### src/rtl/qte_fifo.sv
// Two-entry register queue used between the front, the back and the result port.
// Depends on nothing.
module qte_fifo #(
	parameter int W = 8
) (
	input  logic         clk,
	input  logic         arst_n,
	input  logic         push,
	input  logic [W-1:0] wdata,
	output logic         full,
	input  logic         pop,
	output logic [W-1:0] rdata,
	output logic         empty
);
	logic [W-1:0] mem_q [2];
	logic         wp_q, rp_q;
	logic [1:0]   cnt_q;
	logic         do_wr, do_rd;

	assign full  = (cnt_q == 2'd2);
	assign empty = (cnt_q == 2'd0);
	assign do_wr = push && !full;
	assign do_rd = pop && !empty;
	assign rdata = mem_q[rp_q];

	always_ff @(posedge clk or negedge arst_n) begin
		if (!arst_n) begin
			wp_q  <= 1'b0;
			rp_q  <= 1'b0;
			cnt_q <= 2'd0;
		end else begin
			if (do_wr) wp_q <= !wp_q;
			if (do_rd) rp_q <= !rp_q;
			cnt_q <= cnt_q + {1'b0, do_wr} - {1'b0, do_rd};
		end
	end

	always_ff @(posedge clk) begin
		if (do_wr) mem_q[wp_q] <= wdata;
	end
endmodule

### config.mk
export PLATFORM = sky130hd
export DESIGN_NAME = qte_fifo
export DESIGN_NICKNAME = d
export VERILOG_FILES = /design/src/rtl/qte_fifo.sv
export SDC_FILE = /design/constraint.sdc
export NUM_CORES = 1
export LEC_CHECK = 0
export ABC_CLOCK_PERIOD_IN_PS = 2000
export BUFFER_PORTS_ARGS = -buffer_cell sky130_fd_sc_hd__buf_2
export CORE_MARGIN = 5
export CORE_UTILIZATION = 48
export CTS_CLUSTER_DIAMETER = 150
export CTS_CLUSTER_SIZE = 10
export DETAILED_ROUTE_END_ITERATION = 16
export GPL_TIMING_DRIVEN = 0
export HOLD_SLACK_MARGIN = 0.05
export PLACE_DENSITY = 0.81
export SETUP_SLACK_MARGIN = 0.15
export SKIP_CTS_REPAIR_TIMING = 1
export SYNTH_ARGS = -nofsm -noshare
export SYNTH_HDL_FRONTEND = slang
export SYNTH_SLANG_ARGS = --single-unit
### constraint.sdc
create_clock -name clk -period 2 [get_ports clk]
set_input_delay 0.1 -clock clk [delete_from_list [all_inputs] [get_ports clk]]
set_output_delay 0.1 -clock clk [all_outputs]
set_load 0.03 [all_outputs]
==> run metrics <==
Setup violations, final 0; leading cell type in the layout, fill and taps excluded buf_2; core area 1524 sq um; slew margin rel. 54.78%; Critical Path Sink Type flop; Syn-to-layout area delta 31.13%; status completed; fin. max-slew vios 0; Setup CP Type reg -> reg; post-layout min period 1.564 ns; Remaining Overflow, GRT 0; setup ws final 0.4364 ns; WP data arrival 1.78 ns; Worst setup SP type flop; Starting Density 50.90%; first-pass GRT wire length 1994 um; final-stage net count 92; CTS Buffer Depth 2; #FFs+latches synth 20; DRT iter0 DRCs 7; antenna cells 0; hold slack final 0.1188 ns; vias in the first global route 455; WL/cell 13.95 um; IO buf count 21; Tcrit/Tclk final 78.18%; TNS Setup 0 ns; later-pin clock latency in the skew report 0.29 ns; Worst-path clk slew 0.10 ns; syn_area_per_cell 18.04 sq um; Max-Cap Viols 0; RSZ-0062 raised after global routing no; Clk pwr share 12.8%; I/O pin cnt 22; Seq pwr share 43.4%; Max VDD drop 0.0007222 V; Total Routing Usage GR 11.38%; DPL Wire Length 923 um; Rows 14; GP Congestion 0.7075; # DRC 0; register area share after synthesis 74.84%; die extent in y 50.20 um; clock sinks 20; Setup Slack @ Placement 0.4471 ns; # H-tree levels 1; Cell Area, Synth 775.7 sq um; area leader, netlist edfxtp_1; Final Skew 0.0007539 ns; top cells by area, synth edfxtp_1 62%, dfrtp_1 13%, mux2_2 12%; die area 2520 sq um; total clock buffers created by CTS 3; largest net degree at the start of global routing 12; crit path cell chain nor2_1 -> nor2b_2 -> ha_1 -> inv_1 -> ha_1 -> xnor2_1 -> xnor2_1; CTS root buf clkbuf_4; Hold Path Class in -> async; total power 1442 uW; Critical-path top delay cell dfrtp_1; vias per cell 4.892; Netlist cell types 13; Req. time, crit path 2.22 ns; Sw Share 37.86%; CP max FO 3; final hold violation count 0; Synth Warn # 0; Gate Count Post-Synth 43; layout cell share with drive strength beyond 1 44.16%; Pwr per Cell Area 1418 nW/um^2; Vias 455; most frequent cells in the layout 22 x buf_2, 16 x edfxtp_1, 9 x dlygate4sd3_1, 8 x mux2_2, 4 x dfrtp_1; fmax 639.6 MHz; Yosys top cell area share 61.94%; Net Count, Synth 57; Crit path largest cell delay 0.42 ns; combinational share of power 43.9%; CTS tree built; Int Pwr 896.1 uW; ANT nets after route 0; initial antenna violation count 0; worst-margin pin slew 0.6758 ns; first drt pass iteration count 4; Psw 546.1 uW; Leakage Power 0.0004256 uW; Routed Wire Length 1297 um; die extent in x 50.20 um
## synth_stat cells
master / n
buf_2: 1
xnor2_1: 3
inv_1: 2
xor2_1: 1
dfrtp_1: 4
ha_1: 2
nand2_1: 1
mux2_2: 8
edfxtp_1: 16
nor2_1: 2
nand2b_1: 1
nor2b_2: 1
and3_1: 1
## layout make-up
type	count	area, sq um
buffer	1	5.005
inverter	2	7.507
multi-input combinational	20	182.7
clock inverter	1	3.754
tap	16	20.02
sequential	20	580.6
fill	115	506.7
timing repair buffer	30	195.2
clock buffer	3	22.52
## stage by stage
step,util (%),cell area [sq um],cells
3_3_place_gp,59.11,900.9,80
4_1_cts,60.84,927.1,84
2_1_floorplan,-,775.7,43
6_report,66.75,1017,93
5_1_grt,66.75,1017,93
3_5_place_dp,59.11,900.9,80
## power groups by stage
stage	logic (uW)	registers (uW)	clock network, uW
floorplan	479	623	0
global placement	610	627	0
detailed placement	629	635	0
CTS	630	626	193
global route	687	634	214
finish	633	625	184
## logic make-up after synthesis
logic type / count (synthesis) / synth area share [%]
flip-flops: 20 / 74.84
multiplexers: 8 / 11.61
AND/OR/NAND/NOR: 6 / 4.195
XOR/XNOR: 4 / 4.517
buffers and inverters: 3 / 1.613
adder cells (fa/ha/maj): 2 / 3.225
## flip-flops by register name, indices dropped and copies added (netlist names)
register and cells:
mem_q 16, cnt_q 2, rp_q 1, wp_q 1
## final timing paths
path	cells past startpoint	slack [ns]	start	endpoint
worst max-delay path	7	0.44	cnt_q[1]	cnt_q[1]
worst min-delay path	2	0.12	arst_n	cnt_q[0]
worst max register to register	7	0.44	cnt_q[1]	cnt_q[1]
worst min register to register	1	0.50	wp_q	wp_q
max in group asynchronous	2	1.76	arst_n	wp_q
min in group clk	3	0.13	push	wp_q
## routing by layer
layer | wire length [um] | track usage, %
met1 | 500 | 12.23
met2 | 721 | 17.57
met3 | 48 | 3.550
met4 | 28 | 10.48
met5 | 0 | 0
## worst max-delay path: cells and delay by family, from the launching register on
kind / cells / cell delay (ns)
adders and majority gates: 2 / 0.46
buffers and inverters: 1 / 0.04
and+or+nand+nor: 2 / 0.26
DFF: 1 / 0.42
xor gates and xnor gates: 2 / 0.32
(Power assumes the default switching activity.)
